==> config.mk <==
export PLATFORM = sky130hd
export DESIGN_NAME = dc_motor_ramp_controller_core
export DESIGN_NICKNAME = d
export VERILOG_FILES = /design/src/rtl/dcmr_pkg.sv /design/src/rtl/dc_motor_ramp_controller_core.sv
export SDC_FILE = /design/constraint.sdc
export NUM_CORES = 1
export LEC_CHECK = 0
export BUFFER_PORTS_ARGS = -buffer_cell sky130_fd_sc_hd__buf_2
export CORE_MARGIN = 2
export CORE_UTILIZATION = 45
export CTS_BUF_LIST = sky130_fd_sc_hd__clkbuf_8
export CTS_CLUSTER_DIAMETER = 40
export DETAILED_ROUTE_END_ITERATION = 12
export GPL_ROUTABILITY_DRIVEN = 0
export PLACE_DENSITY = 0.64
export SLEW_MARGIN = 10
export SYNTH_ARGS = -nofsm -noshare
export SYNTH_HDL_FRONTEND = slang
export SYNTH_SLANG_ARGS = --single-unit
==> constraint.sdc <==
create_clock -name aclk -period 15.6 [get_ports aclk]
set_input_delay 3.12 -clock aclk [delete_from_list [all_inputs] [get_ports aclk]]
set_output_delay 3.12 -clock aclk [all_outputs]
set_load 0.01 [all_outputs]
==> src/rtl/dcmr_pkg.sv <==
`timescale 1ns / 1ps
`default_nettype none
// ----------------------------------------------------------------------------
// dcmr_pkg: shared types and constants for the ramped H-bridge motor drive
// Command and mode codes, field widths and register reset values.
// ----------------------------------------------------------------------------
package dcmr_pkg;

    localparam int unsigned CMD_W   = 3;
    localparam int unsigned DRIVE_W = 17;
    localparam int unsigned MAG_W   = 16;
    localparam int unsigned CFG_IDX_W = 1;

    localparam logic [MAG_W-1:0] U_MAX_RESET     = 16'd1023;
    localparam logic [MAG_W-1:0] RAMP_STEP_RESET = 16'd1;

    typedef enum logic [CMD_W-1:0] {
        CMD_START = 3'd0,
        CMD_STOP  = 3'd1,
        CMD_BRAKE = 3'd2,
        CMD_GO    = 3'd3,
        CMD_TICK  = 3'd4
    } cmd_t;

    typedef enum logic [2:0] {
        MODE_INIT  = 3'd0,
        MODE_RUN   = 3'd1,
        MODE_BRAKE = 3'd2,
        MODE_STOP  = 3'd3,
        MODE_DEAD  = 3'd4
    } mode_t;

    typedef enum logic [CFG_IDX_W-1:0] {
        REG_U_MAX     = 1'd0,
        REG_RAMP_STEP = 1'd1
    } reg_idx_t;

endpackage : dcmr_pkg
`default_nettype wire

==> src/rtl/dc_motor_ramp_controller_core.sv <==
`timescale 1ns / 1ps
`default_nettype none
// ----------------------------------------------------------------------------
// dc_motor_ramp_controller_core: slew-rate limited H-bridge motor drive
// Takes start/stop/brake/go/tick commands, ramps the signed drive toward
// the clamped goal, picks bridge pins at zero drive, reports state per beat.
// ----------------------------------------------------------------------------
// The status of an accepted command beat is registered on the edge that accepts it.
// Throughput: one beat per cycle while the result side is not stalled; the state update is a single 18-bit
//   subtract, compare and add between the state registers.
// Reset (aresetn low, synchronous): mode init, drive, goal, pins and PWM
//   cleared, u_max = 1023, ramp_step = 1, no result pending.
module dc_motor_ramp_controller_core
    import dcmr_pkg::*;
(
    input  wire                    aclk,
    input  wire                    aresetn,
    // command channel
    input  wire                    s_valid,
    output logic                   s_ready,
    input  wire  [CMD_W-1:0]       s_cmd,
    input  wire  [DRIVE_W-1:0]     s_target,
    // result channel
    output logic                   m_valid,
    input  wire                    m_ready,
    output logic [MAG_W-1:0]       m_duty,
    output logic                   m_pwm_on,
    output logic                   m_pin_a,
    output logic                   m_pin_b,
    output logic [2:0]             m_mode,
    output logic [DRIVE_W-1:0]     m_drive_now,
    output logic [DRIVE_W-1:0]     m_drive_goal,
    // configuration write channel
    input  wire                    cfg_valid,
    output logic                   cfg_ready,
    input  wire  [CFG_IDX_W-1:0]   cfg_index,
    input  wire  [MAG_W-1:0]       cfg_data
);

    // state
    mode_t               mode_reg,   mode_next;
    logic [DRIVE_W-1:0]  drive_reg,  drive_next;
    logic [DRIVE_W-1:0]  goal_reg,   goal_next;
    logic                pin_a_reg,  pin_a_next;
    logic                pin_b_reg,  pin_b_next;
    logic                pwm_reg,    pwm_next;
    logic [MAG_W-1:0]    duty_reg,   duty_next;
    logic                m_valid_reg;
    logic [MAG_W-1:0]    u_max_reg;
    logic [MAG_W-1:0]    ramp_step_reg;

    logic                in_fire;

    // ramp datapath
    logic [DRIVE_W:0]    drive_ext;
    logic [DRIVE_W:0]    diff;
    logic                ramp_up;
    logic [DRIVE_W:0]    gap;
    logic [DRIVE_W:0]    step_ext;
    logic [DRIVE_W:0]    move;
    logic [DRIVE_W:0]    sum;
    logic                drive_zero;
    logic                crossed;
    logic [DRIVE_W-1:0]  tick_drive;

    // go clamp
    logic [DRIVE_W:0]    tgt_ext;
    logic [DRIVE_W:0]    lim_pos;
    logic [DRIVE_W:0]    lim_neg;
    logic [DRIVE_W-1:0]  go_goal;

    logic [DRIVE_W-1:0]  drive_neg;

    assign s_ready   = !m_valid_reg || m_ready;
    assign in_fire   = s_valid && s_ready;
    assign cfg_ready = 1'b1;

    // tick: move drive toward goal by up to ramp_step, stop at zero on sign flip
    always_comb begin
        drive_ext  = {drive_reg[DRIVE_W-1], drive_reg};
        diff       = {goal_reg[DRIVE_W-1], goal_reg} - drive_ext;
        ramp_up    = !diff[DRIVE_W];
        gap        = ramp_up ? diff : (~diff + 1'b1);
        step_ext   = {{(DRIVE_W+1-MAG_W){1'b0}}, ramp_step_reg};
        move       = (gap > step_ext) ? step_ext : gap;
        sum        = ramp_up ? (drive_ext + move) : (drive_ext - move);
        drive_zero = (drive_reg == '0);
        crossed    = (drive_reg[DRIVE_W-1] && !sum[DRIVE_W] && (sum != '0))
                  || (!drive_reg[DRIVE_W-1] && !drive_zero && sum[DRIVE_W]);
        tick_drive = crossed ? '0 : sum[DRIVE_W-1:0];
    end

    // go: clamp target to +/- u_max
    always_comb begin
        tgt_ext = {s_target[DRIVE_W-1], s_target};
        lim_pos = {{(DRIVE_W+1-MAG_W){1'b0}}, u_max_reg};
        lim_neg = ~lim_pos + 1'b1;
        if ($signed(tgt_ext) > $signed(lim_pos)) begin
            go_goal = lim_pos[DRIVE_W-1:0];
        end else if ($signed(tgt_ext) < $signed(lim_neg)) begin
            go_goal = lim_neg[DRIVE_W-1:0];
        end else begin
            go_goal = s_target;
        end
    end

    // command decode and next state
    always_comb begin
        mode_next  = mode_reg;
        drive_next = drive_reg;
        goal_next  = goal_reg;
        pin_a_next = pin_a_reg;
        pin_b_next = pin_b_reg;
        pwm_next   = pwm_reg;
        unique case (s_cmd)
            CMD_START: begin
                if (mode_reg == MODE_INIT || mode_reg == MODE_DEAD) begin
                    goal_next  = '0;
                    drive_next = '0;
                    pin_a_next = 1'b0;
                    pin_b_next = 1'b0;
                    pwm_next   = 1'b1;
                    mode_next  = MODE_RUN;
                end
            end
            CMD_STOP: begin
                if (mode_reg == MODE_RUN || mode_reg == MODE_BRAKE) begin
                    goal_next = '0;
                    mode_next = MODE_STOP;
                    if (drive_zero) begin
                        drive_next = '0;
                        pin_a_next = 1'b0;
                        pin_b_next = 1'b0;
                        pwm_next   = 1'b0;
                        mode_next  = MODE_DEAD;
                    end
                end
            end
            CMD_BRAKE: begin
                if (mode_reg == MODE_RUN) begin
                    goal_next = '0;
                    mode_next = MODE_BRAKE;
                end
            end
            CMD_GO: begin
                if (mode_reg == MODE_RUN || mode_reg == MODE_BRAKE) begin
                    if (mode_reg == MODE_BRAKE) begin
                        pwm_next = 1'b1;
                    end
                    goal_next = go_goal;
                    mode_next = MODE_RUN;
                end
            end
            CMD_TICK: begin
                if (mode_reg == MODE_RUN || mode_reg == MODE_BRAKE
                        || mode_reg == MODE_STOP) begin
                    // pins only change while the bridge carries no drive
                    if (drive_zero) begin
                        if (!goal_reg[DRIVE_W-1] && goal_reg != '0) begin
                            pin_a_next = 1'b0;
                            pin_b_next = 1'b1;
                        end else if (goal_reg[DRIVE_W-1]) begin
                            pin_a_next = 1'b1;
                            pin_b_next = 1'b0;
                        end else if (mode_reg == MODE_BRAKE) begin
                            pwm_next   = 1'b0;
                            pin_a_next = 1'b1;
                            pin_b_next = 1'b1;
                        end
                    end
                    drive_next = tick_drive;
                    if (mode_reg == MODE_STOP && tick_drive == '0) begin
                        goal_next  = '0;
                        pin_a_next = 1'b0;
                        pin_b_next = 1'b0;
                        pwm_next   = 1'b0;
                        mode_next  = MODE_DEAD;
                    end
                end
            end
            default: begin
                // undefined command codes leave the state alone
            end
        endcase
    end

    // duty is the magnitude of the new drive value
    always_comb begin
        drive_neg = ~drive_next + 1'b1;
        duty_next = drive_next[DRIVE_W-1] ? drive_neg[MAG_W-1:0] : drive_next[MAG_W-1:0];
    end

    // state and result registers
    always_ff @(posedge aclk) begin
        if (!aresetn) begin
            mode_reg    <= MODE_INIT;
            drive_reg   <= '0;
            goal_reg    <= '0;
            pin_a_reg   <= 1'b0;
            pin_b_reg   <= 1'b0;
            pwm_reg     <= 1'b0;
            m_valid_reg <= 1'b0;
        end else begin
            if (in_fire) begin
                mode_reg    <= mode_next;
                drive_reg   <= drive_next;
                goal_reg    <= goal_next;
                pin_a_reg   <= pin_a_next;
                pin_b_reg   <= pin_b_next;
                pwm_reg     <= pwm_next;
                m_valid_reg <= 1'b1;
            end else if (m_ready) begin
                m_valid_reg <= 1'b0;
            end
        end
    end

    // duty payload, no reset needed
    always_ff @(posedge aclk) begin
        if (in_fire) begin
            duty_reg <= duty_next;
        end
    end

    // configuration registers
    always_ff @(posedge aclk) begin
        if (!aresetn) begin
            u_max_reg     <= U_MAX_RESET;
            ramp_step_reg <= RAMP_STEP_RESET;
        end else if (cfg_valid && cfg_ready) begin
            unique case (cfg_index)
                REG_U_MAX:     u_max_reg     <= cfg_data;
                REG_RAMP_STEP: ramp_step_reg <= cfg_data;
                default: begin
                end
            endcase
        end
    end

    // result beat mirrors the state after the last command
    assign m_valid      = m_valid_reg;
    assign m_duty       = duty_reg;
    assign m_pwm_on     = pwm_reg;
    assign m_pin_a      = pin_a_reg;
    assign m_pin_b      = pin_b_reg;
    assign m_mode       = mode_reg;
    assign m_drive_now  = drive_reg;
    assign m_drive_goal = goal_reg;

endmodule : dc_motor_ramp_controller_core
`default_nettype wire

# --- Word-level counts from Yosys, hierarchy flattened ---
# Index checks and enable logic that the tools add are counted.
classes:
  n_addsub: 6
  order_cmp: 3
  eq_ne: 21
  mux: 54
  bitwise_logic: 4
  n_reduce_logical: 32
op_table:
  columns: ["op", "count"]
  rows:
  - ["17-bit two-way mux", 13]
  - ["17-bit one-hot mux with 5 select lines", 1]
  - ["18-bit two-way mux", 3]
  - ["17-bit one-hot mux with 3 select lines", 1]
  - ["18-bit by 1-bit adder with 18-bit output (second input constant)", 2]
  - ["17-bit zero test", 2]
  - ["1-bit two-way mux", 24]
  - ["3-bit two-way mux", 7]
  - ["18-bit adder", 1]
  - ["18-bit by 16-bit > comparator with 1-bit output", 1]
  - ["17-bit by 18-bit less-than comparator with 1-bit output", 1]
  - ["16-bit NOT with 18-bit output", 1]
  - ["18-bit NOT", 1]
  - ["18-bit nonzero test", 1]
  - ["17-bit by 17-bit subtractor with 18-bit output", 1]
  - ["18-bit subtractor", 1]
  - ["17-bit > comparator", 1]
  - ["17-bit nonzero test", 1]
  - ["16-bit by 1-bit adder with 16-bit output (second input constant)", 1]
  - ["16-bit two-way mux", 1]
  - ["2-bit inequality test (second input constant)", 8]
  - ["16-bit NOT", 1]
  - ["8-bit AND reduction", 2]
  - ["3-bit one-hot mux with 5 select lines", 1]
  - ["other kinds (18)", 43]
word_totals:
  reg_bits: 89
  output_inout_bits: 59
  wordCells: 130

# --- Depth between registers and ports, before layout ---
# Gate-level depths: netlist of the first run.
logic_depth:
  depth_word: 18
  ltp_mapped: 52
  depth_no_buf: 45

# --- Worst setup path before layout of the first run ---
# No wires, ideal clock.
synth_timing:
  path_type: "reg-to-reg"
  startpoint: "reg drive_reg[3] (netlist: m_drive_now[3])"
  endpoint: "reg duty_reg[14] (netlist: m_duty[14]), data pin"
  setup_ns: 0.263
  t_arrival_ns: 10.169
  slack_ns: 5.168
  path_stages_with_launch: 52
  path_buffers: 10
  path_cell_list: "dfxtp_1 > inv_1 > ha_1 > buf_2 > o211a_1 > a21boi_1 > o2111ai_1 > a31oi_2 > clkbuf_1 > clkbuf_1 > clkbuf_1 > nor2_1 > xnor2_1 > ha_1 > a21o_1 > a21o_1 > a21oi_1 > o2111ai_1 > [16 not listed] > a21oi_1 > o211a_1 > a311oi_1 > xor2_1 > and2_1 > a311o_1 > a311o_1 > nand2_1 > or2_1 > buf_2 > buf_6 > a2bb2oi_2 > ha_1 > a21boi_0 > nand2_1 > or4b_1 > o311a_1 > xnor2_1"
synth_via:
  elab_chain_cells: 18
  elab_cells_between_ends: 27
synth_lines:
  columns: ["item", "line", "rtl"]
  rows:
  - ["start: declaration", "dc_motor_ramp_controller_core.sv:42", "logic [DRIVE_W-1:0] drive_reg, drive_next;"]
  - ["start signal: assignment", "dc_motor_ramp_controller_core.sv:206", "drive_reg <= drive_next;"]
  - ["parallel branches: the longest is 14 deep, another holds 17-bit by 17-bit subtractor with 18-bit output", null, null]
  - ["17-bit one-hot mux with 3 select lines (*)", "dc_motor_ramp_controller_core.sv:115", "unique case (s_cmd)"]
  - ["16-bit NOT", "dc_motor_ramp_controller_core.sv:189", "drive_neg = ~drive_next + 1'b1;"]
  - ["16-bit by 1-bit adder with 16-bit output", "dc_motor_ramp_controller_core.sv:189", null]
  - ["16-bit two-way mux (*)", "dc_motor_ramp_controller_core.sv:190", "duty_next = drive_next[DRIVE_W-1] ? drive_neg[MAG_W-1:0] : drive_next[MAG_W-1:0];"]
  - ["net duty_next[14]", "dc_motor_ramp_controller_core.sv:47", "logic [MAG_W-1:0] duty_reg, duty_next;"]
  - ["end signal: assignment", "dc_motor_ramp_controller_core.sv:221", "duty_reg <= duty_next;"]
  - ["end: declaration", "dc_motor_ramp_controller_core.sv:47", null]
# Mark *: on every way through the listed nets, which the timed path passes.
# A chain may end at the register's enable or synchronous reset.

# --- Final worst setup path of the first run ---
layout_timing:
  startpoint: "reg drive_reg[5] (netlist: m_drive_now[5])"
  endpoint: "reg duty_reg[14] (netlist: m_duty[14]), data pin"
# The elaborated chain is that of the path after synthesis.

==> summary.txt, run 1 <==
Top-area cell type share of the netlist area: 15.00%
Period Utilization, post-route: 76.67%
H-tree depth: 3
Clock Skew: 0.01807 ns
Vias per std cell: 6.077
Fin Hold WS: 0.4666 ns
Max stage delay on crit path: 0.59 ns
Cell variety after synth: 93
Tmin final: 11.96 ns
Total negative slack: 0 ns
# DRC: 0
Pins Over Slew Limit: 0
Initial Util: 46.06%
Worst-skew pair later-pin latency: 0.41 ns
Post-cts repair resize count: 0
Initial DRC count: 731
Largest net degree at the start of global routing: 54
FF+latch count, synth: 89
Yosys top cell by area: dfxtp_1
Post-CTS Setup Inserts: 0
IO Port Bufs: 99
CP dominant cell by count: ha_1
Commonest non-fill, non-tap cell in the layout: nand2_1
Startpoint Class: flip-flop
Root buffer cell: clkbuf_8
Io pins: 101
Layout cells sized above 1: 12.57%
Crit. End Element: flip-flop
Die X: 151.1 µm
Critical path class: reg2reg
Pwr Density: 119.0 nW/µm²
Area Overhead vs Synth: 9.054%
Die ar.: 22840 µm²
Area contributors post-synth: dfxtp_1 15%, ha_1 11%, a21oi_1 5.6%, xnor2_1 5.6%, nand2_1 5.1%
Via count: 9887
Slowest-stage cell, CP: or2_1
Asr flop ratio synth: 0%
Avg Cell Area, Syn: 7.559 µm²
CP required: 15.74 ns
Hold Crit Class: reg2reg
VDD IR-drop max: 0.05851 mV
Pre-antenna DRT Iters: 5
Total track usage: 26.58%
Initial antenna violation count: 0
Core Area: 21150 µm²
Drt total wl: 30030 µm
TritonCTS buffer count: 9
# diodes: 0
End-of-flow core utilization: 50.23%
Worst-path clk slew: 0.12 ns
Status: completed
Clock sinks: 89
CP max FO: 53
Mapped Cells: 1289
Fmax: 0.08361 GHz
NumNets Final: 1478
Yosys warns: 0
CTS tree: yes
First-pass GRT wire length: 47820 µm
Chip height: 151.1 µm
Vias in the first global route: 9001
Global route total overflow: 0
WL per Instance: 18.46 µm
P_leak: 4.515 nW
Fin. Hold Viols: 0
Final setup viols: 0
Post-Syn Area: 9743 µm²
Max clock buf depth: 2
RSZ-0062 raised after global routing: false
Hpwl dp: 23460 µm
Max-cap viol count: 0
Dominant synthesized flop cell: dfxtp_1
Placement Rows: 53
Number of synthesized flops with an enable pin: 16
Final ANT Viol Nets: 0
Cts hold-fix bufs: 0
Tightest Pin Transition: 1.239 ns
CP arrival: 12.10 ns
Most frequent cells in the layout: 132 x nand2_1, 107 x a21oi_1, 101 x nor2_1
Post-synthesis sequential area ratio: 19.93%
Syn Nets: 1420
Max-slew headroom: 15.27%
area by class of cell:
class | count | area (µm²)
multi-input cells | 1063 | 7249
fillers | 2154 | 10530
repair buffers | 111 | 585.6
clock inverters | 7 | 106.4
flip-flops and latches | 89 | 1942
clock buffers | 9 | 123.9
inverters | 73 | 274.0
well taps | 275 | 344.1
worst paths after layout:
check | end | cells past startpoint | start | slack [ns]
max | m_duty[14] | 43 | m_drive_now[5] | 3.64
min | ramp_step_reg[6] | 2 | ramp_step_reg[6] | 0.47
max reg2reg | m_duty[14] | 43 | m_drive_now[5] | 3.64
min reg2reg | ramp_step_reg[6] | 2 | ramp_step_reg[6] | 0.47
worst max-delay path: cells and delay by family, from the launching register on:
| kind | cells | cell delay, ns |
|---|---|---|
| flip-flops | 1 | 0.48 |
| adder cells (fa/ha/maj) | 5 | 1.66 |
| AND/OR/NAND/NOR | 12 | 3.50 |
| AO/OA/AOI/OAI | 19 | 4.58 |
| XOR/XNOR | 4 | 0.84 |
| buffers and inverters | 3 | 0.60 |
cells in the mapped netlist, types with 7 or more instances:
cell and count:
clkbuf_1 39, mux2i_1 20, nand4_1 22, xnor2_1 62
or2_2 12, o21ai_0 83, xor2_1 23, edfxtp_1 16
nor2b_1 17, nand2b_1 15, a31oi_1 12, and2_1 18
nor4_1 12, nor2_1 101, a211oi_1 13, nor3_1 42
ha_1 87, nand2_1 132, o211a_1 8, buf_1 7
a21o_1 17, buf_2 13, nand3_1 25, or3_1 22
inv_1 73, and3_1 11, o31ai_1 10, o21a_1 19
o211ai_1 15, dfxtp_1 73, a21oi_1 109, o2111ai_1 8
o22ai_1 8, a32o_1 16
cells by family (layout without fill, tap and decap cells):
| family | count (synthesis) | after routing | synth area share [%] |
|---|---|---|---|
| AO/OA/AOI/OAI | 408 | 408 | 29.23 |
| XOR/XNOR | 87 | 87 | 8.039 |
| adder cells (fa/ha/maj) | 89 | 89 | 11.58 |
| buffers and inverters | 137 | 200 | 5.792 |
| flip-flops | 89 | 89 | 19.93 |
| multiplexers | 21 | 21 | 2.170 |
| other | 1 | 1 | 0.03849 |
| AND/OR/NAND/NOR | 457 | 457 | 23.22 |
routing by layer:
metal	track usage [%]	up-vias	wire length, µm
li1	-	4880	-
met1	38.09	4580	13990
met2	40.70	375	13030
met3	2.982	52	1991
met4	10.42	0	1028
met5	0	-	0
through the flow:
| step | instances | worst slack [ns] | total power [W] | area [µm²] |
|---|---|---|---|---|
| finish | 1627 | 3.639 | 0.001265 | 10630 |
| global route | 1627 | 2.757 | 0.001356 | 10630 |
| CTS | 1627 | 3.903 | 0.001250 | 10630 |
| detailed placement | 1611 | 3.928 | 0.001049 | 10400 |
| global placement | 1611 | 4.301 | 0.001044 | 10400 |
| floorplan | 1289 | 5.168 | 0.0008582 | 9743 |
where the power goes:
part           internal [W]  total (W)  switching [W]
clock network     0.0000935   0.000200       0.000106
registers          0.000244   0.000254     0.00000999
logic              0.000300   0.000811       0.000511
total              0.000638    0.00126       0.000627
Power figures use the tool's default switching activity.
==> run 2: changes to the inputs <==
==> constraint.sdc (replaced) <==
create_clock -name aclk -period 12.3 [get_ports aclk]
set_input_delay 2.46 -clock aclk [delete_from_list [all_inputs] [get_ports aclk]]
set_output_delay 2.46 -clock aclk [all_outputs]
set_load 0.01 [all_outputs]
==> run 2 against run 1 <==
Setup slack lost 2.8 ns. Hold slack gained 0.011 ns. Routed wire length shrank 1.6%. Sequential power grew 27%. Final cell count is essentially flat. Combinational power grew 26%. Global-route usage shrank 0.59 points. Critical path type unchanged.
==> summary.txt, run 2 (synthesis results as in run 1) <==
Die ar.: 22840 µm²
Total negative slack: 0 ns
Chip height: 151.1 µm
Tightest Pin Transition: 1.126 ns
Max-slew headroom: 24.97%
Area Overhead vs Synth: 8.771%
Placement Rows: 53
Post-CTS Setup Inserts: 0
Initial antenna violation count: 0
Clock sinks: 89
Cts hold-fix bufs: 0
NumNets Final: 1479
Io pins: 101
Root buffer cell: clkbuf_8
Pint: 0.0007688 W
Status: completed
Final ANT Viol Nets: 0
Max-cap viol count: 0
Max clock buf depth: 2
RSZ-0062 raised after global routing: false
Most frequent cells in the layout: 132 x nand2_1, 107 x a21oi_1, 101 x nor2_1
Global route total overflow: 0
CP max FO: 16
Setup crit end: m_duty[14]
Clock Skew: 0.02912 ns
Commonest non-fill, non-tap cell in the layout: nand2_1
CP required: 12.45 ns
CP arrival: 11.57 ns
R2R depth: 43
Initial DRC count: 625
Total track usage: 25.98%
# diodes: 0
Reg2reg start: m_drive_now[5]
Vias in the first global route: 8826
# DRC: 0
Worst-path clk slew: 0.13 ns
CP dominant cell by count: ha_1
Switching power: 0.0007917 W
Largest net degree at the start of global routing: 39
Pre-antenna DRT Iters: 5
Initial Util: 46.06%
CTS tree: yes
TritonCTS buffer count: 9
VDD IR-drop max: 0.07032 mV
First-pass GRT wire length: 46890 µm
End-of-flow core utilization: 50.10%
Max stage delay on crit path: 0.55 ns
Hpwl dp: 23200 µm
Pins Over Slew Limit: 0
H-tree depth: 3
Critical path class: reg2reg
Final setup viols: 0
Sequential power share: 20.7%
Post-cts repair resize count: 0
Layout cells sized above 1: 12.64%
Pwr Density: 147.3 nW/µm²
Tmin final: 11.42 ns
Slowest-stage cell, CP: or4b_1
Fin. Hold Viols: 0
Startpoint Class: flip-flop
Switching Share: 50.73%
WL per Instance: 18.16 µm
Worst R2R Setup Slack: 0.88 ns
Via count: 9859
Worst-skew pair later-pin latency: 0.42 ns
Clock share of power: 13.8%
Core Area: 21150 µm²
Vias per std cell: 6.056
P_leak: 4.508 nW
Comb pwr share: 65.5%
Drt total wl: 29570 µm
Worst flop-to-flop path endpoint: m_duty[14]
Hold Crit Class: reg2reg
Period Utilization, post-route: 92.86%
Crit. End Element: flip-flop
Fmax: 0.08755 GHz
Crit path from: m_drive_now[5]
IO Port Bufs: 99
Die X: 151.1 µm
-- run 2: cell count changes in the layout (fill, tap and decap cells not counted), sizes merged --
| cell | change |
|---|---|
| bufinv | -2 |
| inv | +2 |
| buf | +1 |
-- run 2: worst min-delay path by stage --
stage / from / cells past startpoint / to / slack [ns]
finish: ramp_step_reg[6] / 2 / ramp_step_reg[6] / 0.48
global route: ramp_step_reg[11] / 2 / ramp_step_reg[11] / 0.50
CTS: ramp_step_reg[6] / 2 / ramp_step_reg[6] / 0.48
detailed placement: ramp_step_reg[6] / 2 / ramp_step_reg[6] / 0.46
global placement: ramp_step_reg[6] / 2 / ramp_step_reg[6] / 0.45
floorplan: ramp_step_reg[6] / 2 / ramp_step_reg[6] / 0.44
-- run 2: power groups by stage --
stage	Sequential (W)	Clock (W)	Combinational, W
final	0.000323	0.000216	0.00102
after global routing	0.000325	0.000233	0.00113
after CTS	0.000323	0.000219	0.00100
after detailed placement	0.000329	0	0.000997
after global placement	0.000329	0	0.000991
after floorplan	0.000329	0	0.000760
-- run 2: area by class of cell --
class                           count  area (µm²)
Timing Repair Buffer              112       593.1
Clock inverter                      7       71.32
Multi-Input combinational cell   1063        7249
Clock buffer                        9       123.9
Fill cell                        2155       10560
Sequential cell                    89        1942
Inverter                           73       274.0
Tap cell                          275       344.1
-- run 2: metal layers --
metal / vias to the layer above / global-route usage (%) / share of wire, %
li1: 4871 / - / -
met3: 42 / 3.133 / 5.7
met1: 4628 / 37.71 / 48
met5: - / 0 / 0
met2: 318 / 40.23 / 44
met4: 0 / 7.757 / 2.8
-- run 2: worst max-delay path, delay by kind of cell (launching register included) --
family | cells | cell delay (ns)
compound gates | 19 | 4.97
xor+xnor | 4 | 0.87
fa+ha+maj | 5 | 1.66
buf+inv | 3 | 0.41
flops | 1 | 0.50
simple gates | 12 | 2.72
-- run 2: stage by stage --
stage	std cells	total power [W]	cell area, µm²	worst slack [ns]	hold slack (ns)
floorplan	1289	0.001088	9743	1.868	0.4363
global placement	1612	0.001320	10400	1.411	0.4474
detailed placement	1612	0.001327	10400	1.100	0.4607
CTS	1628	0.001545	10600	1.013	0.4755
global route	1628	0.001687	10600	0.2377	0.5023
finish	1628	0.001561	10600	0.8782	0.4780
